[src/rtl/core/hrcl_pkg.sv]
`default_nettype none

package hrcl_pkg;

  // hue scale; the hue window wraps around this many steps
  localparam int HUE_STEPS = 180;

  localparam logic [8:0] HUE_STEPS_W = 9'(HUE_STEPS);
  localparam logic [7:0] HUE_MAX     = 8'(HUE_STEPS - 1);
  localparam logic [7:0] HUE_CAP     = 8'((HUE_STEPS - 1) / 2);
  localparam logic [7:0] CNT_MAX     = 8'd255;
  localparam logic [7:0] CHAN_MAX    = 8'd255;

  // action codes; six and seven are ignored
  localparam logic [2:0] ACT_CLASSIFY = 3'd0;
  localparam logic [2:0] ACT_PICK     = 3'd1;
  localparam logic [2:0] ACT_AVERAGE  = 3'd2;
  localparam logic [2:0] ACT_INCLUDE  = 3'd3;
  localparam logic [2:0] ACT_UNDO     = 3'd4;
  localparam logic [2:0] ACT_LOAD     = 3'd5;

  typedef struct packed {
    logic [2:0] action;
    logic [7:0] pixel_hue;
    logic [7:0] pixel_sat;
    logic [7:0] pixel_val;
    logic [7:0] load_range_h;
    logic [7:0] load_range_s;
    logic [7:0] load_range_v;
  } pixel_t;

  typedef struct packed {
    logic       in_range;
    logic [7:0] cur_hue;
    logic [7:0] cur_sat;
    logic [7:0] cur_val;
    logic [7:0] cur_range_h;
    logic [7:0] cur_range_s;
    logic [7:0] cur_range_v;
  } result_t;

  typedef struct packed {
    logic [7:0] h;
    logic [7:0] s;
    logic [7:0] v;
    logic [7:0] rh;
    logic [7:0] rs;
    logic [7:0] rv;
  } colour_t;

  localparam colour_t COLOUR_RESET = '{
    h: 8'd90, s: 8'd240, v: 8'd200, rh: 8'd10, rs: 8'd50, rv: 8'd50
  };

  // one step of datapath work per flag
  typedef struct packed {
    logic take;
    logic exec;
    logic mul;
    logic div_step;
    logic avg_write;
    logic grow;
    logic span;
    logic bounds;
    logic emit;
  } dp_cmd_t;

  typedef struct packed {
    logic [2:0] pixel_action;
    logic       inc_first;
    logic       div_last;
  } dp_sts_t;

endpackage

`default_nettype wire

[src/rtl/core/hrcl_datapath.sv]
`default_nettype none

module hrcl_datapath (
  input  logic              clk,
  input  logic              rst,
  input  hrcl_pkg::dp_cmd_t cmd,
  output hrcl_pkg::dp_sts_t sts,
  input  hrcl_pkg::pixel_t  pixel,
  output hrcl_pkg::result_t result
);
  import hrcl_pkg::*;

  typedef logic [255:0][7:0] hue_lut_t;

  function automatic hue_lut_t build_hue_lut();
    hue_lut_t lut;
    for (int i = 0; i < 256; i++) begin
      lut[i] = 8'(i % HUE_STEPS);
    end
    return lut;
  endfunction

  localparam hue_lut_t HUE_MOD_LUT = build_hue_lut();

  // x is below twice the hue scale
  function automatic logic [7:0] hue_wrap(input logic [8:0] x);
    logic [7:0] w;
    if (x >= HUE_STEPS_W) begin
      w = 8'(x - HUE_STEPS_W);
    end else begin
      w = x[7:0];
    end
    return w;
  endfunction

  // (a - b) around the hue circle
  function automatic logic [7:0] hue_diff(input logic [7:0] a, input logic [7:0] b);
    logic [7:0] d;
    if (a >= b) begin
      d = a - b;
    end else begin
      d = 8'({1'b0, a} + HUE_STEPS_W - {1'b0, b});
    end
    return d;
  endfunction

  function automatic logic [7:0] sat_inc(input logic [7:0] c);
    return (c == CNT_MAX) ? CNT_MAX : c + 8'd1;
  endfunction

  // stretch a linear window just enough to hold p; returns {target, half_range}
  function automatic logic [15:0] grow_chan(input logic [7:0] t, input logic [7:0] r,
                                            input logic [7:0] p);
    logic [8:0]  upper;
    logic [8:0]  p_low;
    logic [7:0]  b;
    logic [8:0]  span;
    logic [15:0] res;
    upper = {1'b0, t} + {1'b0, r};
    p_low = {1'b0, p} + {1'b0, r};
    res   = {t, r};
    if ({1'b0, p} > upper) begin
      b    = (t > r) ? t - r : 8'd0;
      span = {1'b0, p - b} + 9'd1;
      res  = {b + span[8:1], span[8:1]};
    end else if (p_low < {1'b0, t}) begin
      b    = upper[8] ? CHAN_MAX : upper[7:0];
      span = {1'b0, b - p} + 9'd1;
      res  = {p + span[8:1], span[8:1]};
    end
    return res;
  endfunction

  colour_t    colour;
  colour_t    prev_colour;
  logic [7:0] avg_cnt;
  logic [7:0] inc_cnt;
  pixel_t     item;

  logic [7:0] hue_lo, hue_hi, sat_lo, sat_hi, val_lo, val_hi;
  logic [7:0] grow_lo, grow_hi;
  logic       grow_out;

  logic [7:0] rem [3];
  logic [7:0] quo [3];
  logic [2:0] div_cnt;

  logic [7:0]  hm;
  logic [7:0]  hx;
  logic [8:0]  s_sum, v_sum;
  logic [7:0]  win_lo, win_hi, s_hi_c, s_lo_c, v_hi_c, v_lo_c;
  logic        hue_ok, hit;
  logic        outside;
  logic [7:0]  di, dj;
  logic [7:0]  span_c, span_rh, span_h;
  logic [15:0] grow_s, grow_v;
  logic [8:0]  divisor;
  logic [7:0]  tgt_chan [3];
  logic [7:0]  pix_chan [3];
  logic [15:0] dividend [3];
  logic [8:0]  trial [3];

  assign hm = HUE_MOD_LUT[item.pixel_hue];

  // window bounds from the current colour
  always_comb begin
    hx     = (colour.rh > HUE_CAP) ? HUE_CAP : colour.rh;
    win_hi = hue_wrap({1'b0, colour.h} + {1'b0, hx});
    win_lo = hue_diff(colour.h, hx);
    s_sum  = {1'b0, colour.s} + {1'b0, colour.rs};
    v_sum  = {1'b0, colour.v} + {1'b0, colour.rv};
    s_hi_c = s_sum[8] ? CHAN_MAX : s_sum[7:0];
    v_hi_c = v_sum[8] ? CHAN_MAX : v_sum[7:0];
    s_lo_c = (colour.s > colour.rs) ? colour.s - colour.rs : 8'd0;
    v_lo_c = (colour.v > colour.rv) ? colour.v - colour.rv : 8'd0;
  end

  // classify against the registered window, raw pixel hue
  always_comb begin
    if (hue_hi >= hue_lo) begin
      hue_ok = (item.pixel_hue >= hue_lo) && (item.pixel_hue <= hue_hi);
    end else begin
      hue_ok = (item.pixel_hue >= hue_lo) || (item.pixel_hue <= hue_hi);
    end
    hit = hue_ok && (item.pixel_sat >= sat_lo) && (item.pixel_sat <= sat_hi) &&
          (item.pixel_val >= val_lo) && (item.pixel_val <= val_hi);
  end

  // hue growth, first half: which bound moves
  always_comb begin
    if (hue_hi >= hue_lo) begin
      outside = (hm > hue_hi) || (hm < hue_lo);
    end else begin
      outside = (hm > hue_hi) && (hm < hue_lo);
    end
    di = hue_diff(hm, hue_hi);
    dj = hue_diff(hue_lo, hm);
  end

  // hue growth, second half: centre and half-range of the new span
  always_comb begin
    span_c  = hue_diff(grow_hi, grow_lo);
    span_rh = 8'(({1'b0, span_c} + 9'd1) >> 1);
    span_h  = hue_wrap({1'b0, grow_lo} + {1'b0, span_rh});
  end

  assign grow_s = grow_chan(colour.s, colour.rs, item.pixel_sat);
  assign grow_v = grow_chan(colour.v, colour.rv, item.pixel_val);

  // averaging lanes: weighted sum, then restoring division by n + 1
  always_comb begin
    divisor     = {1'b0, avg_cnt} + 9'd1;
    tgt_chan[0] = colour.h;
    tgt_chan[1] = colour.s;
    tgt_chan[2] = colour.v;
    pix_chan[0] = hm;
    pix_chan[1] = item.pixel_sat;
    pix_chan[2] = item.pixel_val;
    for (int k = 0; k < 3; k++) begin
      dividend[k] = (16'(tgt_chan[k]) * 16'(avg_cnt)) + 16'(pix_chan[k]);
      trial[k]    = {rem[k], quo[k][7]};
    end
  end

  assign sts.pixel_action = pixel.action;
  assign sts.inc_first    = (inc_cnt == 8'd0);
  assign sts.div_last     = (div_cnt == 3'd7);

  always_ff @(posedge clk) begin
    if (rst) begin
      colour      <= COLOUR_RESET;
      prev_colour <= COLOUR_RESET;
      avg_cnt     <= 8'd0;
      inc_cnt     <= 8'd0;
      div_cnt     <= 3'd0;
    end else begin
      if (cmd.exec) begin
        case (item.action)
          ACT_PICK: begin
            prev_colour <= colour;
            colour.h    <= hm;
            colour.s    <= item.pixel_sat;
            colour.v    <= item.pixel_val;
            avg_cnt     <= 8'd0;
            inc_cnt     <= 8'd0;
          end
          ACT_INCLUDE: begin
            // first include: the window collapses onto the pixel
            prev_colour <= colour;
            colour      <= '{h: hm, s: item.pixel_sat, v: item.pixel_val,
                             rh: 8'd1, rs: 8'd1, rv: 8'd1};
            inc_cnt     <= sat_inc(inc_cnt);
            avg_cnt     <= 8'd0;
          end
          ACT_UNDO: begin
            colour <= prev_colour;
            if (inc_cnt != 8'd0) begin
              inc_cnt <= inc_cnt - 8'd1;
            end
            if (avg_cnt != 8'd0) begin
              avg_cnt <= avg_cnt - 8'd1;
            end
          end
          ACT_LOAD: begin
            colour.h  <= (item.pixel_hue > HUE_MAX) ? HUE_MAX : item.pixel_hue;
            colour.s  <= item.pixel_sat;
            colour.v  <= item.pixel_val;
            colour.rh <= (item.load_range_h > HUE_MAX) ? HUE_MAX : item.load_range_h;
            colour.rs <= item.load_range_s;
            colour.rv <= item.load_range_v;
          end
          default: begin
          end
        endcase
      end
      if (cmd.mul) begin
        prev_colour <= colour;
        div_cnt     <= 3'd0;
      end
      if (cmd.div_step) begin
        div_cnt <= div_cnt + 3'd1;
      end
      if (cmd.avg_write) begin
        colour.h <= quo[0];
        colour.s <= quo[1];
        colour.v <= quo[2];
        avg_cnt  <= sat_inc(avg_cnt);
        inc_cnt  <= 8'd0;
      end
      if (cmd.grow) begin
        prev_colour <= colour;
        colour.s    <= grow_s[15:8];
        colour.rs   <= grow_s[7:0];
        colour.v    <= grow_v[15:8];
        colour.rv   <= grow_v[7:0];
        inc_cnt     <= sat_inc(inc_cnt);
        avg_cnt     <= 8'd0;
      end
      if (cmd.span && grow_out) begin
        colour.h  <= span_h;
        colour.rh <= span_rh;
      end
    end
  end

  always_ff @(posedge clk) begin
    if (cmd.take) begin
      item <= pixel;
    end
    if (cmd.bounds) begin
      hue_lo <= win_lo;
      hue_hi <= win_hi;
      sat_lo <= s_lo_c;
      sat_hi <= s_hi_c;
      val_lo <= v_lo_c;
      val_hi <= v_hi_c;
    end
    if (cmd.grow) begin
      grow_out <= outside;
      grow_lo  <= (di <= dj) ? hue_lo : hm;
      grow_hi  <= (di <= dj) ? hm : hue_hi;
    end
    if (cmd.mul) begin
      for (int k = 0; k < 3; k++) begin
        rem[k] <= dividend[k][15:8];
        quo[k] <= dividend[k][7:0];
      end
    end else if (cmd.div_step) begin
      for (int k = 0; k < 3; k++) begin
        if (trial[k] >= divisor) begin
          rem[k] <= 8'(trial[k] - divisor);
          quo[k] <= {quo[k][6:0], 1'b1};
        end else begin
          rem[k] <= trial[k][7:0];
          quo[k] <= {quo[k][6:0], 1'b0};
        end
      end
    end
    if (cmd.emit) begin
      result <= '{in_range: (item.action == ACT_CLASSIFY) && hit,
                  cur_hue: colour.h, cur_sat: colour.s, cur_val: colour.v,
                  cur_range_h: colour.rh, cur_range_s: colour.rs,
                  cur_range_v: colour.rv};
    end
  end

endmodule

`default_nettype wire

[src/rtl/core/hrcl_ctrl.sv]
`default_nettype none

module hrcl_ctrl (
  input  logic              clk,
  input  logic              rst,
  input  logic              pixel_valid,
  output logic              pixel_ready,
  output logic              result_valid,
  input  logic              result_ready,
  input  hrcl_pkg::dp_sts_t sts,
  output hrcl_pkg::dp_cmd_t cmd
);
  import hrcl_pkg::*;

  typedef enum logic [9:0] {
    ST_INIT   = 10'b00_0000_0001,
    ST_IDLE   = 10'b00_0000_0010,
    ST_EXEC   = 10'b00_0000_0100,
    ST_MUL    = 10'b00_0000_1000,
    ST_DIV    = 10'b00_0001_0000,
    ST_AVG    = 10'b00_0010_0000,
    ST_GROW   = 10'b00_0100_0000,
    ST_SPAN   = 10'b00_1000_0000,
    ST_BOUNDS = 10'b01_0000_0000,
    ST_DONE   = 10'b10_0000_0000
  } state_t;

  state_t state, state_next;

  assign pixel_ready = (state == ST_IDLE) && !rst;

  always_comb begin
    state_next = state;
    cmd        = '0;
    case (state)
      ST_INIT: begin
        cmd.bounds = 1'b1;
        state_next = ST_IDLE;
      end
      ST_IDLE: begin
        if (pixel_valid) begin
          cmd.take = 1'b1;
          case (sts.pixel_action)
            ACT_CLASSIFY: state_next = ST_DONE;
            ACT_AVERAGE:  state_next = ST_MUL;
            ACT_INCLUDE:  state_next = sts.inc_first ? ST_EXEC : ST_GROW;
            default:      state_next = ST_EXEC;
          endcase
        end
      end
      ST_EXEC: begin
        cmd.exec   = 1'b1;
        state_next = ST_BOUNDS;
      end
      ST_MUL: begin
        cmd.mul    = 1'b1;
        state_next = ST_DIV;
      end
      ST_DIV: begin
        cmd.div_step = 1'b1;
        if (sts.div_last) begin
          state_next = ST_AVG;
        end
      end
      ST_AVG: begin
        cmd.avg_write = 1'b1;
        state_next    = ST_BOUNDS;
      end
      ST_GROW: begin
        cmd.grow   = 1'b1;
        state_next = ST_SPAN;
      end
      ST_SPAN: begin
        cmd.span   = 1'b1;
        state_next = ST_BOUNDS;
      end
      ST_BOUNDS: begin
        cmd.bounds = 1'b1;
        state_next = ST_DONE;
      end
      ST_DONE: begin
        if (!result_valid || result_ready) begin
          cmd.emit   = 1'b1;
          state_next = ST_IDLE;
        end
      end
      default: begin
        state_next = ST_INIT;
      end
    endcase
  end

  always_ff @(posedge clk) begin
    if (rst) begin
      state        <= ST_INIT;
      result_valid <= 1'b0;
    end else begin
      state <= state_next;
      if (cmd.emit) begin
        result_valid <= 1'b1;
      end else if (result_ready) begin
        result_valid <= 1'b0;
      end
    end
  end

endmodule

`default_nettype wire

[src/rtl/core/hsv_range_classifier_learner_unit.sv]
// HSV colour window classifier with a learned target colour.
// Pixel channel: pixel_valid / pixel_ready, payload pixel (action and HSV
// pixel, plus half-ranges for a load). Result channel: result_valid /
// result_ready, payload result: the mask bit and the colour after the step.
// Every accepted beat gives exactly one result beat.
// Steps per item: classify goes straight to its result; pick, undo, load,
// first include and unused codes execute, refresh the bounds, then emit; an
// include that grows the window grows, spans, refreshes the bounds and emits;
// average multiplies, divides, writes, refreshes the bounds and emits.
// The window bounds live in registers refreshed in the cycle after each colour
// change, so classify is a single compare. Average runs a restoring divider,
// one quotient bit per cycle, three lanes side by side. The result sits in an
// output register; a new beat is taken while it waits. If the receiver stalls,
// the next item runs up to its result and holds there until the register frees;
// pixel_ready stays low meanwhile. Reset restores the default colour (hue 90,
// sat 240, val 200, ranges 10, 50, 50), clears both counts and loads the window
// bounds in its init state before pixel_ready rises.
`default_nettype none

module hsv_range_classifier_learner_unit (
  input  logic              clk,
  input  logic              rst,
  input  logic              pixel_valid,
  output logic              pixel_ready,
  input  hrcl_pkg::pixel_t  pixel,
  output logic              result_valid,
  input  logic              result_ready,
  output hrcl_pkg::result_t result
);
  import hrcl_pkg::*;

  dp_cmd_t cmd;
  dp_sts_t sts;

  // sequencing: one step per cycle while not waiting on a pixel or the result port
  hrcl_ctrl u_ctrl (
    .clk          (clk),
    .rst          (rst),
    .pixel_valid  (pixel_valid),
    .pixel_ready  (pixel_ready),
    .result_valid (result_valid),
    .result_ready (result_ready),
    .sts          (sts),
    .cmd          (cmd)
  );

  // colour state, window, divider lanes and output register
  hrcl_datapath u_datapath (
    .clk    (clk),
    .rst    (rst),
    .cmd    (cmd),
    .sts    (sts),
    .pixel  (pixel),
    .result (result)
  );

  // the controller never issues two datapath steps at once
  assert property (@(posedge clk) disable iff (rst) $onehot0(cmd))
    else $error("more than one datapath step in a cycle");

  // a result beat is never overwritten before it is taken
  assert property (@(posedge clk) disable iff (rst)
                   cmd.emit |-> (!result_valid || result_ready))
    else $error("result register overwritten");

  // one item at a time: after an accepted beat the port closes
  assert property (@(posedge clk) disable iff (rst)
                   (pixel_valid && pixel_ready) |=> !pixel_ready)
    else $error("second beat accepted while an item is in flight");

  // the target hue always stays on the hue circle
  assert property (@(posedge clk) disable iff (rst)
                   result_valid |-> ({1'b0, result.cur_hue} < HUE_STEPS_W))
    else $error("target hue off the hue circle");

endmodule

`default_nettype wire

[config.mk]
export PLATFORM = sky130hd
export DESIGN_NAME = hsv_range_classifier_learner_unit
export DESIGN_NICKNAME = d
export VERILOG_FILES = /design/src/rtl/core/hrcl_pkg.sv /design/src/rtl/core/hrcl_datapath.sv /design/src/rtl/core/hrcl_ctrl.sv /design/src/rtl/core/hsv_range_classifier_learner_unit.sv
export SDC_FILE = /design/constraint.sdc
export NUM_CORES = 2
export LEC_CHECK = 0
export ABC_AREA = 0
export BUFFER_PORTS_ARGS = -buffer_cell sky130_fd_sc_hd__buf_2
export CORE_MARGIN = 4
export CORE_UTILIZATION = 51
export CTS_CLUSTER_DIAMETER = 60
export DETAILED_ROUTE_END_ITERATION = 16
export PLACE_DENSITY_LB_ADDON = 0.05
export SKIP_CTS_REPAIR_TIMING = 1
export SLEW_MARGIN = 30
export SYNTH_ARGS = -nofsm -noshare
export SYNTH_HDL_FRONTEND = slang
export SYNTH_SLANG_ARGS = --single-unit
[constraint.sdc]
create_clock -name clk -period 6.92 [get_ports clk]
set_clock_uncertainty 0.15 [all_clocks]
set_input_delay 0.346 -clock clk [delete_from_list [all_inputs] [get_ports clk]]
set_output_delay 0.346 -clock clk [all_outputs]
set_load 0.02 [all_outputs]
==> summary.md <==
| Metric | Value |
|---|---|
| Initial Util | 0.514 |
| Top Ports | 106 |
| Setup Total Neg Slack | 0 ns |
| CP Max Fanout | 13 |
| WL final | 99,500 um |
| Seq/Total Area, Yosys | 0.274 |
| FMAX | 171 MHz |
| Via density | 5.77 |
| Clock share of power | 0.427 |
| Initial antenna violation count | 3 |
| DRC viols | 0 |
| Switching Share | 0.296 |
| HPWL Detailed | 75,900 um |
| Num CTS Buffers | 49 |
| Worst VDD drop | 0.162 mV |
| EDFF count, synth | 211 |
| Worst path slowest cell | dfxtp_1 |
| P&R area growth vs syn | 11.3% |
| Int Power | 0.00430 W |
| Comb pwr share | 0.196 |
| Sink Count | 346 |
| Commonest cells after routing, fill and taps aside | 437 x ha_1, 420 x inv_1, 391 x nand2_1 |
| Die W | 262 um |
| Most used DFF post-synth | edfxtp_1 |
| RSZ-0062 raised after global routing | false |
| Power density cells | 166 mW/mm^2 |
| WS Path Type | reg -> reg |
| Via count | 27,055 |
| Distinct cells, synth | 88 |
| Slew @ Worst Pin | 0.908 ns |
| Gr ovfl total | 0 |
| Fin nets | 4,452 |
| Crit path time final | 5.85 ns |
| Share of cells above drive strength 1 | 0.0778 |
| RePlAce Congestion | 0.921 |
| Core Util, Final | 0.572 |
| Largest stage delay, worst path | 0.52 ns |
| Endpoints failing hold | 0 |
| Synthesized netlist cell count | 3,670 |
| Mean Syn Cell Area | 9.00 um^2 |
| Routed WL per cell | 21.2 um |
| Mapped Area | 0.0330 mm^2 |
| Endpoint class of the critical path | flop |
| Die ar. | 0.0689 mm^2 |
| Skew-Pair Late Insertion Delay | 0.62 ns |
| Status | finished clean |
| Final setup vio count | 0 |
| Total global-route track usage | 0.282 |
| Most common cell after layout, fill and taps aside | ha_1 |
| Starting DRT DRC Count | 1,960 |
| DP Worst Slack | 1.15 ns |
| Core area | 0.0642 mm^2 |
| Number of global-route vias before repair | 27,142 |
| Finished Layout Cells | 4,687 |
| Die Ht | 262 um |
| Psw | 0.00181 W |
| Max-cap violations | 0 |
| Global-route wire length before repair | 154,000 um |
| CTS tree | built |
| Register bit total from synthesis | 346 |
| CTS HTree Levels | 2 |
| Sequential fraction of design power | 0.377 |
| Yosys Warn Count | 0 |
| Root buffer cell | clkbuf_16 |
| Clock transition at path regs | 0.06 ns |
| Rows | 93 |
| Drt pass-1 iters | 7 |
| Worst endpoint data arrival time | 6.24 ns |
| Largest net degree at the start of global routing | 59 |
| Clock tree buffer depth | 3 |
| Final period utilization | 0.845 |
| Final WS setup | 1.07 ns |
| Relative slew slack | 0.391 |
| Hold Crit Class | in -> reg |
| Routed Antenna Nets | 0 |
| Data required, critical path | 7.32 ns |
| PortBufs | 105 |
| Pins Over Slew Limit | 0 |
| Asr flop ratio synth | 0 |
| Buf+Inv Stages, Crit Path | 0 |
| Critical-path cell list | ha_1 -> fa_1 -> nor2b_1 -> o311ai_1 -> nand2_1 -> a221oi_2 -> and2_1 -> ha_1 -> fa_1 -> nor2b_1 -> o31ai_1 -> xnor2_1 -> nand3_1 -> xor2_1 -> ha_1 -> nand2_1 -> o21ai_0 -> nor4_1 -> nor3_1 -> xnor2_1 -> xnor2_1 -> mux2i_1 -> o21ai_1 |
| LEAKAGE | 16.7 nW |
| Critical Path Source Type | flop |
| CP top delay family | adder cells |
| Cell count after placement | 4,540 |
| Flop2flop setup slack | 1.07 ns |
-- through the flow --
stage               hold WS [ns]  power [W]  area (um^2)
CTS                       -0.299    0.00613        36200
global route               0.107    0.00638        36700
floorplan                  0.268    0.00318        33000
detailed placement         0.295    0.00351        34500
global placement           0.286    0.00348        34500
finish                    0.0475    0.00611        36700
-- cell usage after synthesis (67+ instances only) --
cell	number	area share
nor2_1	246	0.028
ha_1	437	0.17
a21oi_1	251	0.038
and2_1	67	0.013
mux2i_1	91	0.028
nand2_1	392	0.045
xnor2_1	136	0.036
nor3_1	75	0.011
inv_1	421	0.048
o21ai_0	115	0.017
edfxtp_1	211	0.19
xor2_1	84	0.022
clkbuf_1	120	0.014
dfxtp_1	135	0.082
fa_1	171	0.10
-- metal layers --
metal  global-route usage  up-vias  share of wire  wire length (um)
met1                0.389    13137           0.45             44600
met3               0.0511      186          0.065              6490
met5                    0        -        0.00013                13
met2                0.449      826           0.45             44800
li1                     -    12904              -                 -
met4               0.0974        2          0.037              3650
-- cell type report --
type / count / area, um^2
fillers: 5827 / 27500
diodes: 2 / 5.00
clock inverters: 30 / 327
well taps: 855 / 1070
multi-input cells: 2757 / 21900
inverters: 422 / 1580
flip-flops and latches: 346 / 9040
repair buffers: 213 / 1470
clock buffers: 62 / 1360
-- kinds of logic after synthesis --
kind of cell | after synthesis | synth area share
AND/OR/NAND/NOR | 1042 | 0.148
multiplexers | 110 | 0.0341
other | 2 | 0.000227
adder cells (fa/ha/maj) | 610 | 0.270
buffers and inverters | 568 | 0.0660
flip-flops | 346 | 0.274
AO/OA/AOI/OAI | 771 | 0.149
XOR/XNOR | 221 | 0.0590
-- power by group through the flow --
| stage | clock network (W) | logic (W) | registers [W] |
|---|---|---|---|
| final | 0.00261 | 0.00120 | 0.00231 |
| after global routing | 0.00273 | 0.00134 | 0.00231 |
| after CTS | 0.00265 | 0.00117 | 0.00230 |
| after detailed placement | 0 | 0.00117 | 0.00235 |
| after global placement | 0 | 0.00113 | 0.00235 |
| after floorplan | 0 | 0.000854 | 0.00233 |
-- final timing paths --
path                                              endpoint  cells after the start                  startpoint
worst max-delay path                 u_datapath.colour[39]                     23       u_datapath.colour[32]
worst min-delay path                       u_ctrl.state[1]                      4                 pixel_valid
worst max register to register       u_datapath.colour[39]                     23       u_datapath.colour[32]
worst min register to register  u_datapath.prev_colour[22]                      2  u_datapath.prev_colour[22]
-- flip-flops by register name, indices dropped and copies added (netlist names), 7 cells and up --
signal                  cells
u_datapath.prev_colour     48
u_datapath.quo             24
u_datapath.result          49
u_datapath.hue_hi           8
u_datapath.rem             24
u_datapath.hue_lo           7
u_datapath.hm               8
u_datapath.grow_lo          8
u_datapath.val_hi           8
u_datapath.item            51
u_datapath.inc_cnt          8
u_datapath.val_lo           8
u_datapath.grow_hi          8
u_datapath.colour          48
u_datapath.sat_lo           8
u_datapath.avg_cnt          8
u_datapath.sat_hi           8
u_ctrl.state               10
-- tightest hold or removal path, cell delays in order --
cell and delay, ns:
buf_2 0.16, nor2_1 0.09, a21oi_1 0.13, nor4_1 0.06
No activity file was read; power rests on OpenSTA's default activity.
